===== src/sv/pct_pkg.sv =====
`timescale 1ns / 1ps
`default_nettype none
// ----------------------------------------------------------------------------
// Page commit tracker package
// Shared widths, codes and the structures passed between the tracker blocks.
// ----------------------------------------------------------------------------
package pct_pkg;

  localparam int PAGE_W        = 13;
  localparam int SIZE_W        = 33;
  localparam int BYTE_W        = 45;
  localparam int CFG_IDX_W     = 1;
  localparam int IN_TDATA_W    = 32;
  localparam int OUT_TDATA_W   = 96;
  localparam int OUT_TUSER_W   = 2;

  localparam int PAGES_DEF     = 4096;
  localparam int WORD_BITS_DEF = 64;
  localparam int MAX_RANGE_DEF = 64;

  localparam logic [SIZE_W-1:0] PAGE_SIZE_RST = SIZE_W'(4096);

  localparam logic [CFG_IDX_W-1:0] CFG_IDX_STRATEGY  = 1'b0;
  localparam logic [CFG_IDX_W-1:0] CFG_IDX_PAGE_SIZE = 1'b1;

  typedef enum logic [1:0] {
    STRAT_EXACT      = 2'd0,
    STRAT_AGGRESSIVE = 2'd1,
    STRAT_WATERMARK  = 2'd2,
    STRAT_BYPASS     = 2'd3
  } strategy_e;

  typedef enum logic [1:0] {
    JOB_ERROR = 2'd0,
    JOB_EXACT = 2'd1,
    JOB_AGGR  = 2'd2,
    JOB_WMARK = 2'd3
  } job_kind_e;

  typedef struct packed {
    job_kind_e         kind;
    logic              op;
    logic [PAGE_W-1:0] s;
    logic [PAGE_W-1:0] e;
  } job_t;

  typedef struct packed {
    logic              cmd;
    logic              err;
    logic [PAGE_W-1:0] page;
    logic [PAGE_W-1:0] count;
  } region_t;

  typedef struct packed {
    logic    emit;
    logic    fin;
    region_t region;
  } emit_t;

endpackage
`default_nettype wire


===== src/sv/pct_out.sv =====
`timescale 1ns / 1ps
`default_nettype none
// ----------------------------------------------------------------------------
// Page commit tracker output stage
// Holds one region back to mark the last one, scales it to bytes and drives it.
// ----------------------------------------------------------------------------
module pct_out import pct_pkg::*; (
  input  wire logic                    clk_i,
  input  wire logic                    rst_ni,
  input  wire emit_t                   req_i,
  input  wire logic [SIZE_W-1:0]       page_size_i,
  output logic                         push_ok_o,
  output logic                         m_axis_tvalid,
  input  wire logic                    m_axis_tready,
  output logic [OUT_TDATA_W-1:0]       m_axis_tdata,
  output logic [OUT_TUSER_W-1:0]       m_axis_tuser,
  output logic                         m_axis_tlast
);

  localparam int SPLIT = SIZE_W - 1;

  function automatic logic [BYTE_W-1:0] scale(logic [PAGE_W-1:0] n, logic [SIZE_W-1:0] ps);
    logic [BYTE_W-1:0] lo;
    logic [BYTE_W-1:0] hi;
    lo = {{SPLIT{1'b0}}, n} * {{PAGE_W{1'b0}}, ps[SPLIT-1:0]};
    hi = ps[SPLIT] ? {n, {SPLIT{1'b0}}} : '0;
    return lo + hi;
  endfunction

  logic              pend_v_q;
  region_t           pend_q;
  logic              a_v_q;
  region_t           a_q;
  logic              a_last_q;
  logic              o_v_q;
  logic [BYTE_W-1:0] o_off_q;
  logic [BYTE_W-1:0] o_len_q;
  logic              o_cmd_q;
  logic              o_err_q;
  logic              o_last_q;

  logic              out_load;
  logic              a_ready;
  logic              a_load;

  assign out_load  = a_v_q && (!o_v_q || m_axis_tready);
  assign a_ready   = !a_v_q || out_load;
  assign push_ok_o = !pend_v_q || a_ready;
  assign a_load    = pend_v_q && (req_i.emit || req_i.fin);

  always_ff @(posedge clk_i or negedge rst_ni) begin
    if (!rst_ni) begin
      pend_v_q <= 1'b0;
      a_v_q    <= 1'b0;
      o_v_q    <= 1'b0;
    end else begin
      if (req_i.emit) begin
        pend_v_q <= 1'b1;
      end else if (req_i.fin) begin
        pend_v_q <= 1'b0;
      end
      if (a_load) begin
        a_v_q <= 1'b1;
      end else if (out_load) begin
        a_v_q <= 1'b0;
      end
      if (out_load) begin
        o_v_q <= 1'b1;
      end else if (m_axis_tready) begin
        o_v_q <= 1'b0;
      end
    end
  end

  always_ff @(posedge clk_i) begin
    if (req_i.emit) begin
      pend_q <= req_i.region;
    end
    if (a_load) begin
      a_q      <= pend_q;
      a_last_q <= req_i.fin;
    end
    if (out_load) begin
      o_off_q  <= scale(a_q.page, page_size_i);
      o_len_q  <= scale(a_q.count, page_size_i);
      o_cmd_q  <= a_q.cmd;
      o_err_q  <= a_q.err;
      o_last_q <= a_last_q;
    end
  end

  assign m_axis_tvalid = o_v_q;
  assign m_axis_tdata  = {{(OUT_TDATA_W - 2*BYTE_W){1'b0}}, o_len_q, o_off_q};
  assign m_axis_tuser  = {o_err_q, o_cmd_q};
  assign m_axis_tlast  = o_last_q;

endmodule
`default_nettype wire

===== config.mk =====
export PLATFORM = sky130hd
export DESIGN_NAME = pct_out
export DESIGN_NICKNAME = d
export VERILOG_FILES = /design/src/sv/pct_pkg.sv /design/src/sv/pct_out.sv
export SDC_FILE = /design/constraint.sdc
export NUM_CORES = 2
export LEC_CHECK = 0
export BUFFER_PORTS_ARGS = -buffer_cell sky130_fd_sc_hd__buf_2
export CORE_ASPECT_RATIO = 2
export CORE_MARGIN = 2
export CORE_UTILIZATION = 60
export CTS_CLUSTER_SIZE = 8
export DETAILED_ROUTE_END_ITERATION = 12
export HOLD_SLACK_MARGIN = 0.08
export PLACE_DENSITY = 0.78
export SYNTH_ARGS = -nofsm -noshare
export SYNTH_HDL_FRONTEND = slang
export SYNTH_SLANG_ARGS = --single-unit

===== constraint.sdc =====
create_clock -name clk_i -period 7.2 [get_ports clk_i]
set_clock_uncertainty 0.1 [all_clocks]
set_input_delay 0.72 -clock clk_i [delete_from_list [all_inputs] [get_ports clk_i]]
set_output_delay 0.72 -clock clk_i [all_outputs]
set_load 0.01 [all_outputs]

==> qor.csv <==
stage,metric,value,unit
cells_and_area,regArea,4580,um2
grt,overflow,0,
yosys,yosysWarnings,0,
yosys,synth_flop_cell,edfxtp_1,
yosys,postSynthCellCount,3184,
sta,relSlewSlack,41.8,%
setup_path,worst-path-max-fanout,6,
setup_path,crit_chain,and2_1 -> fa_1 -> inv_1 -> fa_1 -> inv_1 -> fa_1 -> inv_1 -> fa_1 -> fa_1 -> inv_1 -> ha_1 -> ha_1 -> buf_4 -> o21ai_0 -> nor2_1 -> o31ai_1 -> a211oi_1 -> buf_4 -> o2111a_1 -> o21ai_0 -> o21ai_0 -> a31oi_1 -> xnor2_1,
route,wl_per_cell,20.3,um
yosys,ys_types,55,
grt,grt_usage,32.4,%
route,first_iter_violations,1461,
setup_path,slowest_stage,o21ai_0,
route,drt_wl_total,81400,um
setup_path,critical-path-top-delay-family,adder cells,
setup_path,cp-start-kind,flip-flop,
cells_and_area,nNetsFinal,4315,
cells_and_area,final_area,34000,um2
yosys,ys_seq_area_share,14.7,%
sta,slew_violations,0,
yosys,syn_area,31200,um2
route,drtPass1Iterations,5,
clocking,cts.sinks,153,
sta,tightest_slew,874,ps
yosys,synthTopCellsByCount,"fa_1, nand2_1, inv_1",
sta,holdWs,310,ps
setup_path,critPathArrivalTime,7140,ps
route,viasPerCell,5.78,
clocking,cts_buffer_depth,2,
clocking,cts_tree,built,
floorplanning,die_w,165,um
setup_path,cpMostUsedCell,fa_1,
yosys,synth_edf_count,150,
yosys,synth_async_sr_flop_share,1.96,%
setup_path,crit_type,reg -> reg,
yosys,synth_area_per_cell,9.81,um2
clocking,cts_resized,0,
setup_path,cp.required,7320,ps
cells_and_area,multi_input_area,23800,um2
cells_and_area,area_growth,8.81,%
floorplanning,die_h,327,um
cells_and_area,drive_above_1_share,10.0,%
floorplanning,io_pins,167,
sta,finalSetupTns,0,ps
yosys,synthTopCellsByArea,"fa_1, edfxtp_1, ha_1",
grt,grt_antenna_before_repair,4,
placement,dp_hpwl,66500,um
sta,clock.fmax,143,MHz
sta,rsz0062_at_grt,false,
yosys,yosysTopAreaCellShare,43.8,%
setup_path,cpPeakStageDelay,550,ps
clocking,cts_buffers,17,
sta,hold_violations,0,
placement,place_congestion,0.985,
grt,grt_pass1_wl,133000,um
placement,port-buffer-count,160,
yosys,synth_top_area_cell,fa_1,
cells_and_area,num_antenna_cells,0,
sta,finalSetupViolations,0,
setup_path,critPathBufInv,6,
clocking,clk_pin_slew,80,ps
grt,grt_pass1_vias,26600,
clocking,h-tree-depth,4,
floorplanning,rows,118,
placement,place_area,33200,um2
route,post-route-drc-count,0,
outcome,status,"finished, final reports clean",
floorplanning,dieArea,54000,um2
run,max_cap_violations,0,
sta,min_period,7010,ps
floorplanning,core,51700,um2
worst_hold_path,hold_class,in -> reg,
cells_and_area,n_fill_cell,4104,
route,vias,23100,
clocking,clk_root_buffer_cell,clkbuf_16,
floorplanning,start_util,60.4,%
grt,grt_max_degree,55,
yosys,synth_most_common_cell,fa_1,
yosys,postSynthRegisterBits,153,
clocking,insertion_delay,480,ps
route,postRouteAntennaNets,0,
sta,finalCritPeriodShare,97.4,%
setup_path,reg2reg_slack,190,ps
setup_path,end_kind,flip-flop,
[through the flow]
step	instances	setup slack (ps)	utilization, %
finish	4004	187	65.8
CTS	3986	91.3	65.4
detailed placement	3953	17.6	64.2
global route	4004	0.810	65.8
global placement	3953	85.6	64.2
floorplan	3189	472	-
[worst register-to-register path, stage by stage, from the launching register on]
cell and delay [ps]:
edfxtp_1 540, and2_1 250, fa_1 540, inv_1 50
fa_1 470, inv_1 60, fa_1 500, inv_1 60
fa_1 500, fa_1 500, inv_1 40, ha_1 270
ha_1 310, buf_4 170, o21ai_0 170, nor2_1 90
o31ai_1 350, a211oi_1 130, buf_4 190, o2111a_1 280
o21ai_0 550, o21ai_0 280, a31oi_1 260, xnor2_1 110
[cells in the final DEF, fill, tap and decap left out, drive strengths merged, types with 7 or more instances in the layout]
master,count
nand2,580
xor2,25
a211oi,10
ha,234
o211ai,10
nor3,10
inv,587
nand3,23
o21ai,36
fa,684
a21o,44
o21bai,17
a21oi,80
edfxtp,150
a31oi,10
nor2b,10
and2,324
nand2b,7
nand4,10
xnor2,54
and3,12
buf,295
nor2,47
clkbuf,17
[repair_timing]
action,CTS,global route
hold buffers,1,0
setup endpoints to repair,0,17
hold endpoints to repair,3,0
setup buffers,0,18
[kinds of logic (layout without fill, tap and decap cells)]
logic type / count (synthesis) / count (layout) / synth area share [%]
DFF: 153 / 153 / 14.7
adders and majority gates: 918 / 918 / 53.2
other: 1 / 6 / 0.0120
xor gates and xnor gates: 79 / 79 / 2.22
AOI/OAI and AO/OA: 245 / 245 / 5.06
buffers and inverters: 750 / 905 / 9.13
and+or+nand+nor: 1038 / 1038 / 15.7
[state kept, by name, summed over array words and instances, names as in the netlist, 28 cells and up]
signal and flops:
o_off_q 45, pend_q 28, a_q 28, o_len_q 45
[cell type report]
| type | instances | share of cell area, % |
|---|---|---|
| Clock buffer | 17 | 1.25 |
| Clock inverter | 15 | 0.556 |
| Inverter | 577 | 6.37 |
| Multi-Input combinational cell | 2286 | 70.1 |
| Sequential cell | 153 | 13.5 |
| Tap cell | 660 | 2.43 |
| Timing Repair Buffer | 296 | 5.81 |
[path summary, 6_finish.rpt]
kind	start	endpoint	cells past startpoint
max	a_q[14]	o_off_q[41]	23
min reg2reg	pend_q[1]	a_q[1]	0
max reg2reg	a_q[14]	o_off_q[41]	23
min in group asynchronous	rst_ni	pend_v_q	2
max in group asynchronous	rst_ni	a_v_q	2
min	req_i[10]	pend_q[10]	1
[metal layers]
metal / global-route usage, % / up-vias / part of all wire [%] / wire length [um]
met2: 58.6 / 1050 / 54 / 44300
met1: 34.5 / 11800 / 32 / 26200
li1: - / 9919 / - / -
met4: 21.7 / 8 / 7.5 / 6130
met5: 0 / - / 0.061 / 50
met3: 4.36 / 400 / 5.7 / 4660
Power is left out: the tool's default activity adds up to more than one toggle a clock period on the data nets, which glitch-free logic cannot reach.
