## config.mk

```make
export PLATFORM = sky130hd
export DESIGN_NAME = pct_queue
export DESIGN_NICKNAME = d
export VERILOG_FILES = /design/src/sv/pct_pkg.sv /design/src/sv/pct_queue.sv
export SDC_FILE = /design/constraint.sdc
export NUM_CORES = 1
export LEC_CHECK = 0
export BUFFER_PORTS_ARGS = -buffer_cell sky130_fd_sc_hd__buf_4
export CAP_MARGIN = 20
export CORE_MARGIN = 2
export CORE_UTILIZATION = 52
export CTS_BUF_LIST = sky130_fd_sc_hd__clkbuf_4 sky130_fd_sc_hd__clkbuf_8
export CTS_CLUSTER_DIAMETER = 120
export DETAILED_ROUTE_END_ITERATION = 7
export GPL_TIMING_DRIVEN = 0
export PLACE_DENSITY_LB_ADDON = 0.1
export SYNTH_ARGS = -nofsm -noshare
export SYNTH_HDL_FRONTEND = slang
export SYNTH_SLANG_ARGS = --single-unit
```

## constraint.sdc

```tcl
create_clock -name clk_i -period 2.7 [get_ports clk_i]
set_input_delay 0.27 -clock clk_i [delete_from_list [all_inputs] [get_ports clk_i]]
set_output_delay 0.27 -clock clk_i [all_outputs]
set_load 0.02 [all_outputs]
```

## src/sv/pct_pkg.sv

```systemverilog
`timescale 1ns / 1ps
`default_nettype none
// ----------------------------------------------------------------------------
// Page commit tracker package
// Shared widths, codes and the structures passed between the tracker blocks.
// ----------------------------------------------------------------------------
package pct_pkg;

  localparam int PAGE_W        = 13;
  localparam int SIZE_W        = 33;
  localparam int BYTE_W        = 45;
  localparam int CFG_IDX_W     = 1;
  localparam int IN_TDATA_W    = 32;
  localparam int OUT_TDATA_W   = 96;
  localparam int OUT_TUSER_W   = 2;

  localparam int PAGES_DEF     = 4096;
  localparam int WORD_BITS_DEF = 64;
  localparam int MAX_RANGE_DEF = 64;

  localparam logic [SIZE_W-1:0] PAGE_SIZE_RST = SIZE_W'(4096);

  localparam logic [CFG_IDX_W-1:0] CFG_IDX_STRATEGY  = 1'b0;
  localparam logic [CFG_IDX_W-1:0] CFG_IDX_PAGE_SIZE = 1'b1;

  typedef enum logic [1:0] {
    STRAT_EXACT      = 2'd0,
    STRAT_AGGRESSIVE = 2'd1,
    STRAT_WATERMARK  = 2'd2,
    STRAT_BYPASS     = 2'd3
  } strategy_e;

  typedef enum logic [1:0] {
    JOB_ERROR = 2'd0,
    JOB_EXACT = 2'd1,
    JOB_AGGR  = 2'd2,
    JOB_WMARK = 2'd3
  } job_kind_e;

  typedef struct packed {
    job_kind_e         kind;
    logic              op;
    logic [PAGE_W-1:0] s;
    logic [PAGE_W-1:0] e;
  } job_t;

  typedef struct packed {
    logic              cmd;
    logic              err;
    logic [PAGE_W-1:0] page;
    logic [PAGE_W-1:0] count;
  } region_t;

  typedef struct packed {
    logic    emit;
    logic    fin;
    region_t region;
  } emit_t;

endpackage
`default_nettype wire

```

## src/sv/pct_queue.sv

```systemverilog
`timescale 1ns / 1ps
`default_nettype none
// ----------------------------------------------------------------------------
// Page commit tracker job queue
// Two-entry queue that decouples the front end from the back end.
// ----------------------------------------------------------------------------
module pct_queue import pct_pkg::*; (
  input  wire logic clk_i,
  input  wire logic rst_ni,
  input  wire logic push_i,
  input  wire job_t job_i,
  input  wire logic pop_i,
  output job_t      job_o,
  output logic      valid_o,
  output logic      full_o
);

  job_t       slot_q [2];
  logic       wr_ptr_q;
  logic       rd_ptr_q;
  logic [1:0] cnt_q;

  always_ff @(posedge clk_i) begin
    if (push_i) begin
      slot_q[wr_ptr_q] <= job_i;
    end
  end

  always_ff @(posedge clk_i or negedge rst_ni) begin
    if (!rst_ni) begin
      wr_ptr_q <= 1'b0;
      rd_ptr_q <= 1'b0;
      cnt_q    <= 2'd0;
    end else begin
      if (push_i) begin
        wr_ptr_q <= !wr_ptr_q;
      end
      if (pop_i) begin
        rd_ptr_q <= !rd_ptr_q;
      end
      case ({push_i, pop_i})
        2'b10:   cnt_q <= cnt_q + 2'd1;
        2'b01:   cnt_q <= cnt_q - 2'd1;
        default: cnt_q <= cnt_q;
      endcase
    end
  end

  assign job_o   = slot_q[rd_ptr_q];
  assign valid_o = (cnt_q != 2'd0);
  assign full_o  = (cnt_q == 2'd2);

endmodule
`default_nettype wire

```

==> impl_metrics.tcl, run 1 <==
set metrics [dict create \
    synthCells 106 \
    grt_max_degree 30 \
    worst_slew_pin_slew_ns 0.839 \
    clock-sinks 62 \
    finClkSkew_ns 0.00366 \
    yosys_warnings 0 \
    vias 1166 \
    switching_share_pct 30.3 \
    ioPinCount 64 \
    clock_latency_ns 0.32 \
    stdcell_count 239 \
    cts_buffer_depth 2 \
    clk_pin_slew_ns 0.06 \
    grt_overflow 0 \
    wirelength_mm 3.79 \
    worst_ir_drop_vdd_uv 809 \
    nNetsFinal 216 \
    final_layout_size_suffix_gt1_share_pct 60.4 \
    cts-root-buf "clkbuf_8" \
    crit_family "flip-flops" \
    fin_crit_ns 1.68 \
    initial_core_util_pct 53.1 \
    ys_types 12 \
    cts_buffers 9 \
    synth.avg_cell_area_um2 21.5 \
    wl_per_cell_um 15.9 \
    postRouteAntennaNets 0 \
    synth_area_mm2 0.00228 \
    cp-end-kind "primary output" \
    dp_hpwl_mm 2.61 \
    nFillCells 288 \
    setup_viol 0 \
    crit_fanout 10 \
    syn-num-nets 140 \
    tns_ns 0 \
    power_mw 3.25 \
    grt_pass1_wl_mm 6.17 \
    seqPwrFrac_pct 41.6 \
    placed_cell_area_mm2 0.00285 \
    drt_iter0_drc 116 \
    drc 0 \
    fin_crit_sh_pct 62.4 \
    maxCapViolations 0 \
    start_kind "flop" \
    cts_tree "done" \
    hold_violations 0 \
    cpMaxStageDelayCell "dfrtp_1" \
    grt_pass1_vias 1340 \
    routed_via_density 4.88 \
    cp.required_ns 2.43 \
    rsz0062_at_grt "false" \
    grt.total_usage_pct 17.3 \
    layout-area-overhead-vs-synth_pct 33.6 \
    coreArea_mm2 0.00429 \
    crit_chain "buf_4 > mux2_2 > buf_4" \
    max_stage_delay_ns 0.37 \
    maxSlewViolCount 0 \
    final_cell_area_mm2 0.00305 \
    p_leak_nw 1.18 \
    fmax_mhz 594 \
    antenna_found_initial 0 \
    power_density_mw_per_mm2 1070 \
    cts-htree-levels 3 \
    ys_ff_latch 62 \
    post_cts_buffers 0 \
    ys_seq_area_share_pct 80.8 \
    gp_congestion 0.671 \
    chipWidth_um 70.2 \
    die_h_um 70.2 \
    power.switching_mw 0.985 \
    io_buffers 63 \
    pwr-share-clk_pct 23.0 \
    rows 24 \
    crit_arrival_ns 1.41 \
    crit_type "reg -> out" \
    cp_num_buf_inv 2 \
    antenna_cells 0 \
    cts_hold_buffers 1 \
    cpMostUsedCell "buf_4" \
    slew_headroom_pct 44.0 \
    min_path_type "in -> reg" \
    intPower_mw 2.26 \
    drtPass1Iterations 4 \
    pwr-share-comb_pct 35.3 \
    post_cts_resized 0 \
    place_inst 222 \
    die_area_mm2 0.00493 \
    status "finished, final reports clean" \
]
[synth_stat cells]
cell type / n / area (um^2)
and2_1: 1 / 6.26
and2b_2: 1 / 8.76
buf_4: 3 / 22.5
dfrtp_1: 4 / 100
edfxtp_1: 58 / 1740
ha_1: 1 / 12.5
inv_1: 1 / 3.75
mux2_2: 29 / 327
nor2_1: 2 / 7.51
or2_2: 1 / 6.26
xnor2_1: 2 / 17.5
xor2_1: 3 / 26.3
[stage by stage]
step	utilization [%]	hold WS [ns]	setup WS [ns]
global route	70.9	0.113	0.950
CTS	70.9	0.111	0.987
detailed placement	66.4	0.0699	1.10
finish	70.9	0.127	1.02
floorplan	-	-0.0256	0.649
global placement	65.6	0.0686	0.00518
[area by class of cell]
type	instances	area, um^2	area share, %
flip-flops and latches	62	1840	60.5
repair buffers	65	510	16.8
multi-input cells	40	419	13.8
clock buffers	10	131	4.31
well taps	52	65.1	2.14
clock inverters	6	52.6	1.72
plain buffers	3	22.5	0.739
inverters	1	3.75	0.123
[layer usage]
metal	routed length [um]	part of all wire, %	global-route usage [%]	vias to the layer above
met2	1950	51	29.0	42
met5	0	0	0	-
met4	44	1.2	10.3	0
met1	1560	41	18.9	561
met3	240	6.3	6.20	4
li1	-	-	-	559
[placed cells by master, fill, tap and decap left out, drive strengths merged]
cell,instances
ha,1
bufinv,1
mux2,29
dlygate4sd3,1
edfxtp,58
dfrtp,4
clkinv,5
xnor2,2
buf,67
and2,1
inv,1
and2b,1
clkbuf,10
xor2,3
or2,1
nor2,2
[sequential cells by signal (all words and copies together) (netlist names)]
signal / cells
slot_q: 58
cnt_q: 2
rd_ptr_q: 1
wr_ptr_q: 1
[worst reg2reg max path, delay by kind of cell, from the launching register on]
kind	cells	cell delay, ns
buffers and inverters	1	0.23
DFF	1	0.41
and+or+nand+nor	1	0.65
[final timing paths]
| check | start | endpoint | slack [ns] | cells past startpoint |
|---|---|---|---|---|
| min in group asynchronous | rst_ni | cnt_q[0] | 0.27 | 2 |
| worst min-delay path | job_i[0] | slot_q[1][0] | 0.13 | 1 |
| max in group asynchronous | rst_ni | rd_ptr_q | 2.33 | 2 |
| worst max-delay path | rd_ptr_q | job_o[22] | 1.02 | 3 |
| worst min register to register | cnt_q[1] | cnt_q[1] | 0.49 | 1 |
| worst max register to register | wr_ptr_q | slot_q[1][15] | 1.12 | 2 |
[kinds of logic (layout without fill, tap and decap cells)]
kind of cell  after synthesis  in the layout  share of synthesized area (%)
flops                      62             62                           80.8
mux                        29             29                           14.3
xor+xnor                    5              5                           1.92
simple gates                5              5                           1.26
buf+inv                     4             85                           1.15
fa+ha+maj                   1              1                          0.549
[power by group through the flow]
stage,Combinational [mW],Sequential [mW],Clock [mW]
floorplan,0.714,1.35,0
global placement,1.11,1.36,0
detailed placement,1.16,1.37,0
CTS,1.17,1.35,0.766
global route,1.23,1.37,0.807
finish,1.15,1.35,0.749
Note: power is estimated with default switching activity, not from simulation.
==> inputs of run 2 (changes only) <==
- CORE_UTILIZATION: 52 -> 48
- clock period: 2.7 -> 1.45 ns (I/O delays scaled with it)
==> run 2 against run 1 <==
  * The flow now finishes with violations (negative setup slack)
  * Flip-flop and latch count unchanged
  * Via count increased by 18%
  * Die area increased by 7.9%
  * Clock-buffer cell count decreased by 1
  * Register-to-register slack got worse by 1.1 ns
  * Utilization increased by 7.1 points
  * Hold slack got worse by 0.11 ns
==> impl_metrics.tcl, run 2 (synthesized netlist as in run 1, its figures left out) <==
set metrics [dict create \
    final_util_pct 78.1 \
    wl_per_cell_um 17.5 \
    p_leak_nw 1.47 \
    largest_reg_flops 58 \
    vias 1380 \
    violations "negative setup slack" \
    crit_fanout 5 \
    maxCapViolations 0 \
    nNetsFinal 253 \
    cts_tree "done" \
    hold_violations 0 \
    layout-area-overhead-vs-synth_pct 59.7 \
    drt_iter0_drc 80 \
    rsz0062_at_grt "true" \
    critPathLaunch "rd_ptr_q" \
    io_buffers 63 \
    initial_core_util_pct 48.9 \
    drc 0 \
    worst_slew_pin_slew_ns 0.480 \
    cp-end-kind "primary output" \
    drtPass1Iterations 4 \
    hold_start "push_i" \
    grt_overflow 0 \
    stdcell_count 277 \
    cts_buffer_depth 2 \
    status "finished with violations" \
    maxSlewViolCount 0 \
    grt_pass1_wl_mm 6.97 \
    postRouteAntennaNets 0 \
    routed_via_density 4.98 \
    grt_max_degree 30 \
    reg_top3 "slot_q (58), cnt_q (2)" \
    finClkSkew_ns 0.00722 \
    hold_ws_ns 0.0142 \
    fin_crit_ns 1.61 \
    r2r-start "wr_ptr_q" \
    dp_hpwl_mm 2.45 \
    worst_slack_ns -0.164 \
    final_layout_size_suffix_gt1_share_pct 53.8 \
    wirelength_mm 4.85 \
    cts_buffers 9 \
    place_inst 223 \
    clock_latency_ns 0.32 \
    crit_type "reg -> out" \
    grt.total_usage_pct 18.6 \
    gp_congestion 0.635 \
    power_density_mw_per_mm2 1930 \
    die_area_mm2 0.00532 \
    fin_crit_sh_pct 111 \
    chipWidth_um 72.9 \
    antenna_found_initial 0 \
    setup_viol 29 \
    start_kind "flop" \
    cts-htree-levels 3 \
    placed_cell_area_mm2 0.00283 \
    die_h_um 72.9 \
    slew_headroom_pct 67.9 \
    final_common_cell "edfxtp_1" \
    final_cell_area_mm2 0.00364 \
    cts-root-buf "clkbuf_8" \
    regMostFlops "slot_q" \
    cp.required_ns 1.31 \
    coreArea_mm2 0.00466 \
    clk_pin_slew_ns 0.06 \
    min_path_type "in -> reg" \
    ioPinCount 64 \
    worst_ir_drop_vdd_uv 1250 \
    crit_arrival_ns 1.47 \
    fmax_mhz 620 \
    clock-sinks 62 \
    final_cell_mix "edfxtp_1 (58), buf_4 (36), dlygate4sd3_1 (31), buf_6 (31), mux2_4 (20)" \
    rows 25 \
    antenna_cells 0 \
    grt_pass1_vias 1496 \
]
-- run 2: cell types whose count changed in the layout (fill, tap and decap cells not counted), sizes merged --
cell / previous run / this run
nor2: 2 / 3
buf: 67 / 71
clkinv: 5 / 4
dlygate4sd3: 1 / 31
clkinvlp: 0 / 1
clkbuf: 10 / 11
-- run 2: worst paths after layout --
kind | endpoint | slack (ns) | cells after the start
min in group asynchronous | wr_ptr_q | 0.16 | 2
max in group asynchronous | rd_ptr_q | 1.18 | 2
setup reg to reg | slot_q[1][6] | 0.07 | 1
setup / recovery | job_o[27] | -0.16 | 4
hold reg to reg | cnt_q[1] | 0.53 | 1
hold / removal | wr_ptr_q | 0.01 | 2
-- run 2: cell type report --
type	instances	area [um^2]
Fill cell	258	1020
Timing Repair Buffer	101	995
Buffer	3	45.0
Multi-Input combinational cell	41	508
Clock inverter	6	53.8
Clock buffer	9	124
Tap cell	54	67.6
Sequential cell	62	1840
Inverter	1	3.75
-- run 2: repair_timing --
| item | in CTS | in global routing |
|---|---|---|
| pin swaps | 1 | 0 |
| gates resized for setup | 42 | 21 |
| buffers inserted | 1 | 3 |
| hold endpoints to repair | 63 | 0 |
| gates cloned | 2 | 2 |
| hold buffers | 31 | 0 |
| setup endpoints to repair | 87 | 29 |
-- run 2: metal layers --
| layer | routed length [um] | global-route usage [%] |
|---|---|---|
| met1 | 1870 | 19.8 |
| met4 | 45 | 8.64 |
| met2 | 2740 | 34.0 |
| met3 | 195 | 5.11 |
| met5 | 0 | 0 |
-- run 2: where the power goes --
part / leakage [nW] / internal (mW) / total [mW] / switching [mW]
sequential: 0.590 / 2.39 / 2.56 / 0.166
clock: 0.0876 / 0.763 / 1.39 / 0.623
combinational: 0.794 / 1.71 / 3.07 / 1.36
-- run 2: per-stage QoR --
| step | setup WS, ns | power [mW] | setup TNS [ns] |
|---|---|---|---|
| 4_1_cts | -0.143 | 6.59 | -3.36 |
| 2_1_floorplan | 0.174 | 3.85 | 0 |
| 3_5_place_dp | -0.0916 | 4.68 | -2.94 |
| 5_1_grt | -0.200 | 7.29 | -5.23 |
| 3_3_place_gp | -0.0417 | 4.61 | -1.18 |
| 6_report | -0.164 | 7.02 | -4.02 |
-- run 2: critical path: stages, from the launching register on --
cell and delay, ns:
dfrtp_2 0.43, buf_6 0.13, clkbuf_16 0.15, mux2_4 0.31, buf_6 0.13
