`config.mk`:
```
export PLATFORM = sky130hd
export DESIGN_NAME = pct_front
export DESIGN_NICKNAME = d
export VERILOG_FILES = /design/src/sv/pct_pkg.sv /design/src/sv/pct_front.sv
export SDC_FILE = /design/constraint.sdc
export NUM_CORES = 1
export LEC_CHECK = 0
export ABC_AREA = 0
export BUFFER_PORTS_ARGS = -buffer_cell sky130_fd_sc_hd__buf_2
export CORE_AREA = 2 2 53 55
export DETAILED_ROUTE_END_ITERATION = 6
export DIE_AREA = 0 0 55 57
export PLACE_DENSITY_LB_ADDON = 0.25
export RECOVER_POWER = 100
export SLEW_MARGIN = 20
export SYNTH_ARGS = -nofsm -noshare
export SYNTH_HDL_FRONTEND = slang
export SYNTH_SLANG_ARGS = --single-unit
```
`constraint.sdc`:
```
create_clock -name vclk -period 4
set_clock_uncertainty 0.15 [all_clocks]
set_input_delay 0.8 -clock vclk [all_inputs]
set_output_delay 0.8 -clock vclk [all_outputs]
set_load 0.03 [all_outputs]
```
`src/sv/pct_pkg.sv`:
```
`timescale 1ns / 1ps
`default_nettype none
// ----------------------------------------------------------------------------
// Page commit tracker package
// Shared widths, codes and the structures passed between the tracker blocks.
// ----------------------------------------------------------------------------
package pct_pkg;

  localparam int PAGE_W        = 13;
  localparam int SIZE_W        = 33;
  localparam int BYTE_W        = 45;
  localparam int CFG_IDX_W     = 1;
  localparam int IN_TDATA_W    = 32;
  localparam int OUT_TDATA_W   = 96;
  localparam int OUT_TUSER_W   = 2;

  localparam int PAGES_DEF     = 4096;
  localparam int WORD_BITS_DEF = 64;
  localparam int MAX_RANGE_DEF = 64;

  localparam logic [SIZE_W-1:0] PAGE_SIZE_RST = SIZE_W'(4096);

  localparam logic [CFG_IDX_W-1:0] CFG_IDX_STRATEGY  = 1'b0;
  localparam logic [CFG_IDX_W-1:0] CFG_IDX_PAGE_SIZE = 1'b1;

  typedef enum logic [1:0] {
    STRAT_EXACT      = 2'd0,
    STRAT_AGGRESSIVE = 2'd1,
    STRAT_WATERMARK  = 2'd2,
    STRAT_BYPASS     = 2'd3
  } strategy_e;

  typedef enum logic [1:0] {
    JOB_ERROR = 2'd0,
    JOB_EXACT = 2'd1,
    JOB_AGGR  = 2'd2,
    JOB_WMARK = 2'd3
  } job_kind_e;

  typedef struct packed {
    job_kind_e         kind;
    logic              op;
    logic [PAGE_W-1:0] s;
    logic [PAGE_W-1:0] e;
  } job_t;

  typedef struct packed {
    logic              cmd;
    logic              err;
    logic [PAGE_W-1:0] page;
    logic [PAGE_W-1:0] count;
  } region_t;

  typedef struct packed {
    logic    emit;
    logic    fin;
    region_t region;
  } emit_t;

endpackage
`default_nettype wire

```
`src/sv/pct_front.sv`:
```
`timescale 1ns / 1ps
`default_nettype none
// ----------------------------------------------------------------------------
// Page commit tracker front end
// Takes request words, checks the range and sorts them into jobs.
// ----------------------------------------------------------------------------
module pct_front import pct_pkg::*; #(
  parameter int PAGES     = PAGES_DEF,
  parameter int MAX_RANGE = MAX_RANGE_DEF
) (
  input  wire logic                  s_axis_tvalid,
  output logic                       s_axis_tready,
  input  wire logic [IN_TDATA_W-1:0] s_axis_tdata,
  input  wire logic                  s_axis_tuser,
  input  wire strategy_e             strategy_i,
  input  wire logic                  full_i,
  input  wire logic                  clearing_i,
  output logic                       push_o,
  output job_t                       job_o
);

  localparam int CW = ($clog2(PAGES + 1) > PAGE_W) ? $clog2(PAGES + 1) : PAGE_W;

  logic [PAGE_W-1:0] s;
  logic [PAGE_W-1:0] e;
  logic [PAGE_W-1:0] span;
  logic              bad;
  logic              drop;

  assign s    = s_axis_tdata[PAGE_W-1:0];
  assign e    = s_axis_tdata[2*PAGE_W-1:PAGE_W];
  assign span = e - s;
  assign bad  = (s > e) || (CW'(e) > CW'(PAGES)) || (span > PAGE_W'(MAX_RANGE));

  always_comb begin
    job_o.op = s_axis_tuser;
    job_o.s  = s;
    job_o.e  = e;
    if (bad) begin
      job_o.kind = JOB_ERROR;
    end else begin
      unique case (strategy_i)
        STRAT_EXACT:      job_o.kind = JOB_EXACT;
        STRAT_AGGRESSIVE: job_o.kind = s_axis_tuser ? JOB_EXACT : JOB_AGGR;
        STRAT_WATERMARK:  job_o.kind = JOB_WMARK;
        default:          job_o.kind = JOB_EXACT;
      endcase
    end
  end

  assign drop          = !bad && (strategy_i == STRAT_BYPASS);
  assign s_axis_tready = !full_i && !clearing_i;
  assign push_o        = s_axis_tvalid && s_axis_tready && !drop;

endmodule
`default_nettype wire

```
==> results.txt, run 1 <==
Startpoint types - primary input
First-pass GRT wire length - 4240 um
Cell class contributing the biggest share of worst-path delay - simple AND/OR/NAND/NOR gates
Synth top area cells - buf_4, ha_1, inv_1
Endpoints failing setup - 0
Synth Net Count - 211
Initial core utilization - 0.426
Synth area leader - buf_4
Register Area - 0 sq um
Hold bufs inserted after CTS - 0
Synth warnings - 0
Wire per inst - 12.0 um
Mapped Cells - 156
Pin count of the biggest net entering global routing - 9
Fin. Hold Viols - 0
WP data required - 3.05 ns
Most instantiated library cell after synthesis - buf_4
Site row count - 19
Die X - 55 um
DP Wirelength - 2310 um
Remaining DRCs - 0
Final setup TNS - 0 ns
Final sequential cell count - 0
Total track usage - 0.170
Arrival time at the worst endpoint - 2.97 ns
Worst Path Max Fanout - 3
Area of the die - 0.00314 sq mm
Starting DRT DRC Count - 18
Slowest cell on the critical path - fa_2
CORE AREA - 0.00262 sq mm
Slew headroom - 0.730
# Max-Cap Violations - 0
CP max stage delay - 0.38 ns
Min-Delay Path Class - in -> out
Share of cells above drive strength 1 - 0.402
Status - finished clean
P_leak - 0.000713 uW
Inserted Diodes - 0
Final period utilization - 0.979
CP Capture Type - output pin
Final cell count without fillers - 235
Placed cells - 231
Area grow syn2layout - 35.6%
Initial antenna violation count - 0
Sequential-to-total area share from yosys stat - 0
IO Port Bufs - 63
Synth top cells by count - buf_4, inv_1, ha_1
WP buf/inv - 4
Hold Path End - job_o[25]
Post-DR vias/cell - 5.06
Highest Clock Rate - 255 MHz
Post-synth top area share - 0.189
Kind of critical path - in -> out
Worst hold start - s_axis_tdata[12]
WL final - 2820 um
Total power - 253 uW
Minimum clock period - 3.92 ns
Min-Delay Path Depth - 2
PwrDens - 168 mW/mm^2
Crit path cell chain - buf_6 -> inv_2 -> ha_4 -> inv_2 -> fa_2 -> a21oi_4 -> or2_4 -> a21oi_4 -> o41ai_4 -> nand4_4 -> nor4b_4 -> buf_6
Vias in the first global route - 1,059
# clk buffers - 0
Final Net Count - 261
Number of I/O pins - 69
Worst slew pin tran - 0.401 ns
Vias - 1,188
Post-DRT Antenna Nets - 0
Count of different cell masters after synthesis - 43
Synth Area per Inst - 7.14 sq um
GP Congestion - 0.910
VDD IR-drop max - 0.101 mV
Total gr overflow - 0
Die height - 57 um
Max-slew violation count - 0
Total iterations of the first detailed-routing run - 4
Synthesized cell area - 0.00111 sq mm
[logic make-up (layout without fill, tap and decap cells)]
logic type / after synthesis / count (layout) / synth area share
AND/OR/NAND/NOR: 46 / 46 / 0.228
buffers and inverters: 52 / 100 / 0.288
multiplexers: 1 / 1 / 0.00899
XOR/XNOR: 5 / 5 / 0.0393
AO/OA/AOI/OAI: 35 / 35 / 0.238
adder cells (fa/ha/maj): 17 / 17 / 0.198
[worst max-delay path by stage]
stage	startpoint	slack, ns	cells after the start	endpoint
2_1_floorplan	s_axis_tdata[13]	0.01	10	job_o[27]
3_5_place_dp	s_axis_tdata[13]	-0.16	13	job_o[27]
3_3_place_gp	s_axis_tdata[13]	-0.09	13	job_o[27]
5_1_grt	s_axis_tdata[13]	-0.001	13	push_o
4_1_cts	s_axis_tdata[13]	0.008	12	job_o[27]
6_report	s_axis_tdata[13]	0.08	12	job_o[27]
[per-layer routing]
layer | wire length (um) | part of all wire | track usage
met1 | 1130 | 0.40 | 0.207
met4 | 0 | 0 | 0
met3 | 127 | 0.045 | 0
met2 | 1560 | 0.55 | 0.338
met5 | 0 | 0 | 0
[layout by cell type, fill, tap and decap left out, drive strengths merged, types with 2 or more instances in the layout]
| cell | count |
|---|---|
| nor4 | 3 |
| buf | 51 |
| nand2 | 11 |
| o211ai | 2 |
| clkbuf | 28 |
| inv | 21 |
| nor2 | 7 |
| a211oi | 2 |
| nand3 | 6 |
| a21oi | 12 |
| o21ai | 5 |
| nand4 | 4 |
| or3 | 2 |
| o2111ai | 2 |
| and2 | 3 |
| nand3b | 2 |
| nand2b | 3 |
| o21bai | 2 |
| xnor2 | 4 |
| ha | 16 |
[timing repair]
| action | 4_1_cts | 5_1_grt |
|---|---|---|
| pin swaps | 6 | 21 |
| gates resized for setup | 5 | 39 |
| setup buffers | 2 | 2 |
| hold endpoints to repair | 0 | 0 |
| endpoints found under the setup margin | 3 | 3 |
[through the flow]
| step | cell area [sq um] | setup slack, ns | utilization | hold WS, ns |
|---|---|---|---|---|
| 3_5_place_dp | 1320 | -0.164 | 0.505 | 1.72 |
| 6_report | 1510 | 0.0825 | 0.578 | 1.75 |
| 3_3_place_gp | 1320 | -0.0872 | 0.505 | 1.71 |
| 2_1_floorplan | 1120 | 0.00969 | - | 1.56 |
| 4_1_cts | 1360 | 0.00802 | 0.520 | 1.72 |
| 5_1_grt | 1510 | -0.00106 | 0.578 | 1.75 |
[layout make-up]
class / instances / area [sq um]
Multi-Input combinational cell: 104 / 967
Inverter: 21 / 78.8
Timing Repair Buffer: 79 / 425
Tap cell: 31 / 38.8
Fill cell: 265 / 1100
[power breakdown]
part	switching [uW]	internal [uW]	leakage (uW)
combinational	143	110	0.000713
clock	0	0	0
sequential	0	0	0
Power figures use the tool's default switching activity.
==> run 2, diff against run 1 <==
--- a/config.mk
+++ b/config.mk
@@ -8,6 +8,6 @@
 export ABC_AREA = 0
-export BUFFER_PORTS_ARGS = -buffer_cell sky130_fd_sc_hd__buf_2
-export CORE_AREA = 2 2 53 55
+export CORE_AREA = 2 2 47 49
 export DETAILED_ROUTE_END_ITERATION = 6
-export DIE_AREA = 0 0 55 57
+export DIE_AREA = 0 0 49 51
+export DONT_BUFFER_PORTS = 1
 export PLACE_DENSITY_LB_ADDON = 0.25
==> constraint.sdc (replaced) <==
create_clock -name vclk -period 4
set_clock_uncertainty 0.15 [all_clocks]
set_input_delay 0.2 -clock vclk [all_inputs]
set_output_delay 0.2 -clock vclk [all_outputs]
set_load 0.03 [all_outputs]
==> run 2 against run 1 <==
Against the previous run:
- setup slack improved by 0.90 ns
- first-iteration DRC count decreased by 33%
- worst hold slack got worse by 1.5 ns
- critical path type unchanged
- critical endpoint unchanged
- highest routed layer unchanged
==> results.txt, run 2 (synthesis results as in run 1) <==
P_leak - 0.000420 uW (was 0.000713 uW)
Remaining DRCs - 0 (unchanged)
Share of cells above drive strength 1 - 0.0476 (was 0.402)
Post-CTS Setup Bufs - 0 (was 2)
Slew headroom - 0.485 (was 0.730)
Starting DRT DRC Count - 12 (was 18)
Total track usage - 0.159 (was 0.170)
DP Worst Slack - 0.997 ns (was -0.164 ns)
Arrival time at the worst endpoint - 2.67 ns (was 2.97 ns)
Final sequential cell count - 0 (unchanged)
Total iterations of the first detailed-routing run - 4 (unchanged)
Inserted Diodes - 0 (unchanged)
Post-DR vias/cell - 5.91 (was 5.06)
Area of the multi-input gates - 787 sq um (was 967 sq um)
Area of the die - 0.00250 sq mm (was 0.00314 sq mm)
Site row count - 17 (was 19)
Worst slew pin tran - 0.770 ns (was 0.401 ns)
Pin count of the biggest net entering global routing - 10 (was 9)
PwrDens - 142 mW/mm^2 (was 168 mW/mm^2)
Initial antenna violation count - 0 (unchanged)
Startpoint types - primary input (unchanged)
Unrepaired setup endpoints after global routing - no
Max-slew violation count - 0 (unchanged)
Final Net Count - 183 (was 261)
P_sw - 73.2 uW (was 143 uW)
Wire per inst - 13.5 um (was 12.0 um)
Worst hold slack - 0.250 ns (was 1.75 ns)
Vias - 910 (was 1,188)
Die X - 49 um (was 55 um)
# clk buffers - 0 (unchanged)
Area grow syn2layout - -18.8% (was 35.6%)
Power Internal - 55.0 uW (was 110 uW)
DP Wirelength - 1800 um (was 2310 um)
Worst hold start - s_axis_tdata[12] (unchanged)
Kind of critical path - in -> out (unchanged)
Highest Clock Rate - 331 MHz (was 255 MHz)
Register Area - 0 sq um (unchanged)
CORE AREA - 0.00206 sq mm (was 0.00262 sq mm)
Hold Path End - job_o[25] (unchanged)
Min-Delay Path Class - in -> out (unchanged)
Clock Power Share - 0 (about the same)
Worst Path Max Fanout - 3 (unchanged)
Final setup TNS - 0 ns (unchanged)
Minimum clock period - 3.02 ns (was 3.92 ns)
Vias in the first global route - 847 (was 1,059)
Fill count - 235 (was 265)
First-pass GRT wire length - 3370 um (was 4240 um)
Final period utilization - 0.755 (was 0.979)
Initial core utilization - 0.540 (was 0.426)
VDD IR-drop max - 0.0545 mV (was 0.101 mV)
Number of I/O pins - 69 (unchanged)
PnR worst setup slack - 0.978 ns (was 0.0825 ns)
Comb pwr share - 1.000 (about the same)
Net Sw Frac - 0.571 (was 0.565)
Total gr overflow - 0 (unchanged)
Fin. Hold Viols - 0 (unchanged)
Endpoints failing setup - 0 (unchanged)
CP Capture Type - output pin (unchanged)
WP data required - 3.65 ns (was 3.05 ns)
Status - finished clean (unchanged)
Commonest cells after routing, fill and taps aside - inv_1, ha_1, nand2_1 (was buf_2, clkbuf_1, inv_1)
Die height - 51 um (was 57 um)
Hold bufs inserted after CTS - 0 (unchanged)
Commonest non-fill, non-tap cell in the layout - inv_1 (was buf_2)
Post_cts resized - 0 (was 5)
# Max-Cap Violations - 0 (unchanged)
IO Port Bufs - 0 (was 63)
Total power - 128 uW (was 253 uW)
Seq pwr share - 0 (about the same)
Min-Delay Path Depth - 0 (was 2)
WL final - 2080 um (was 2820 um)
Post-DRT Antenna Nets - 0 (unchanged)
GP Congestion - 0.829 (was 0.910)
## run 2: cell types whose count changed in the layout (fill, tap and decap cells not counted), moves of 3 or more
cell      before  now
a21oi_1        5   10
clkbuf_1      28    1
ha_4           4    0
buf_6          4    0
buf_2         31    0
inv_2          3    0
inv_1         18   21
a21oi_2        5    2
buf_4         16    0
ha_1          11   16
## run 2: worst max-delay path, stage by stage
cell      delay (ns)
inv_1           0.03
ha_1            0.15
inv_1           0.05
fa_1            0.40
a21oi_1         0.26
o221ai_1        0.20
a21oi_1         0.23
o21bai_1        0.13
nand4b_1        0.12
nand4_1         0.16
nor4b_2         0.75
## run 2: area by class of cell
class | instances | area share
tap | 28 | 0.0387
timing repair buffer | 1 | 0.00415
inverter | 21 | 0.0871
multi-input combinational | 104 | 0.870
## run 2: stage by stage
step / std cells / utilization / area (sq um)
after global placement: 154 / 0.443 / 915
final: 154 / 0.438 / 905
after global routing: 154 / 0.438 / 905
after floorplan: 156 / - / 1110
after CTS: 154 / 0.443 / 915
after detailed placement: 154 / 0.443 / 915
## run 2: worst max path at each step
stage / startpoint / end / cells past startpoint
after detailed placement: s_axis_tdata[13] / job_o[27] / 11
final: s_axis_tdata[13] / job_o[27] / 11
after floorplan: s_axis_tdata[13] / job_o[28] / 10
after global routing: s_axis_tdata[13] / job_o[27] / 11
after global placement: s_axis_tdata[13] / job_o[27] / 11
after CTS: s_axis_tdata[13] / job_o[27] / 11
## run 2: power groups by stage
stage	Sequential [uW]	Combinational, uW	Clock, uW
after floorplan	0	165	0
after global placement	0	125	0
after detailed placement	0	128	0
after CTS	0	129	0
after global routing	0	143	0
final	0	128	0
## run 2: per-layer routing
metal  wire length, um  part of all wire  vias to the layer above  global-route usage
li1                  -                 -                      459                   -
met1               920              0.44                      420               0.196
met2              1090              0.52                       31               0.317
met3                75             0.036                        0              0.0117
met4                 0                 0                        0             0.00476
met5                 0                 0                        -                   0
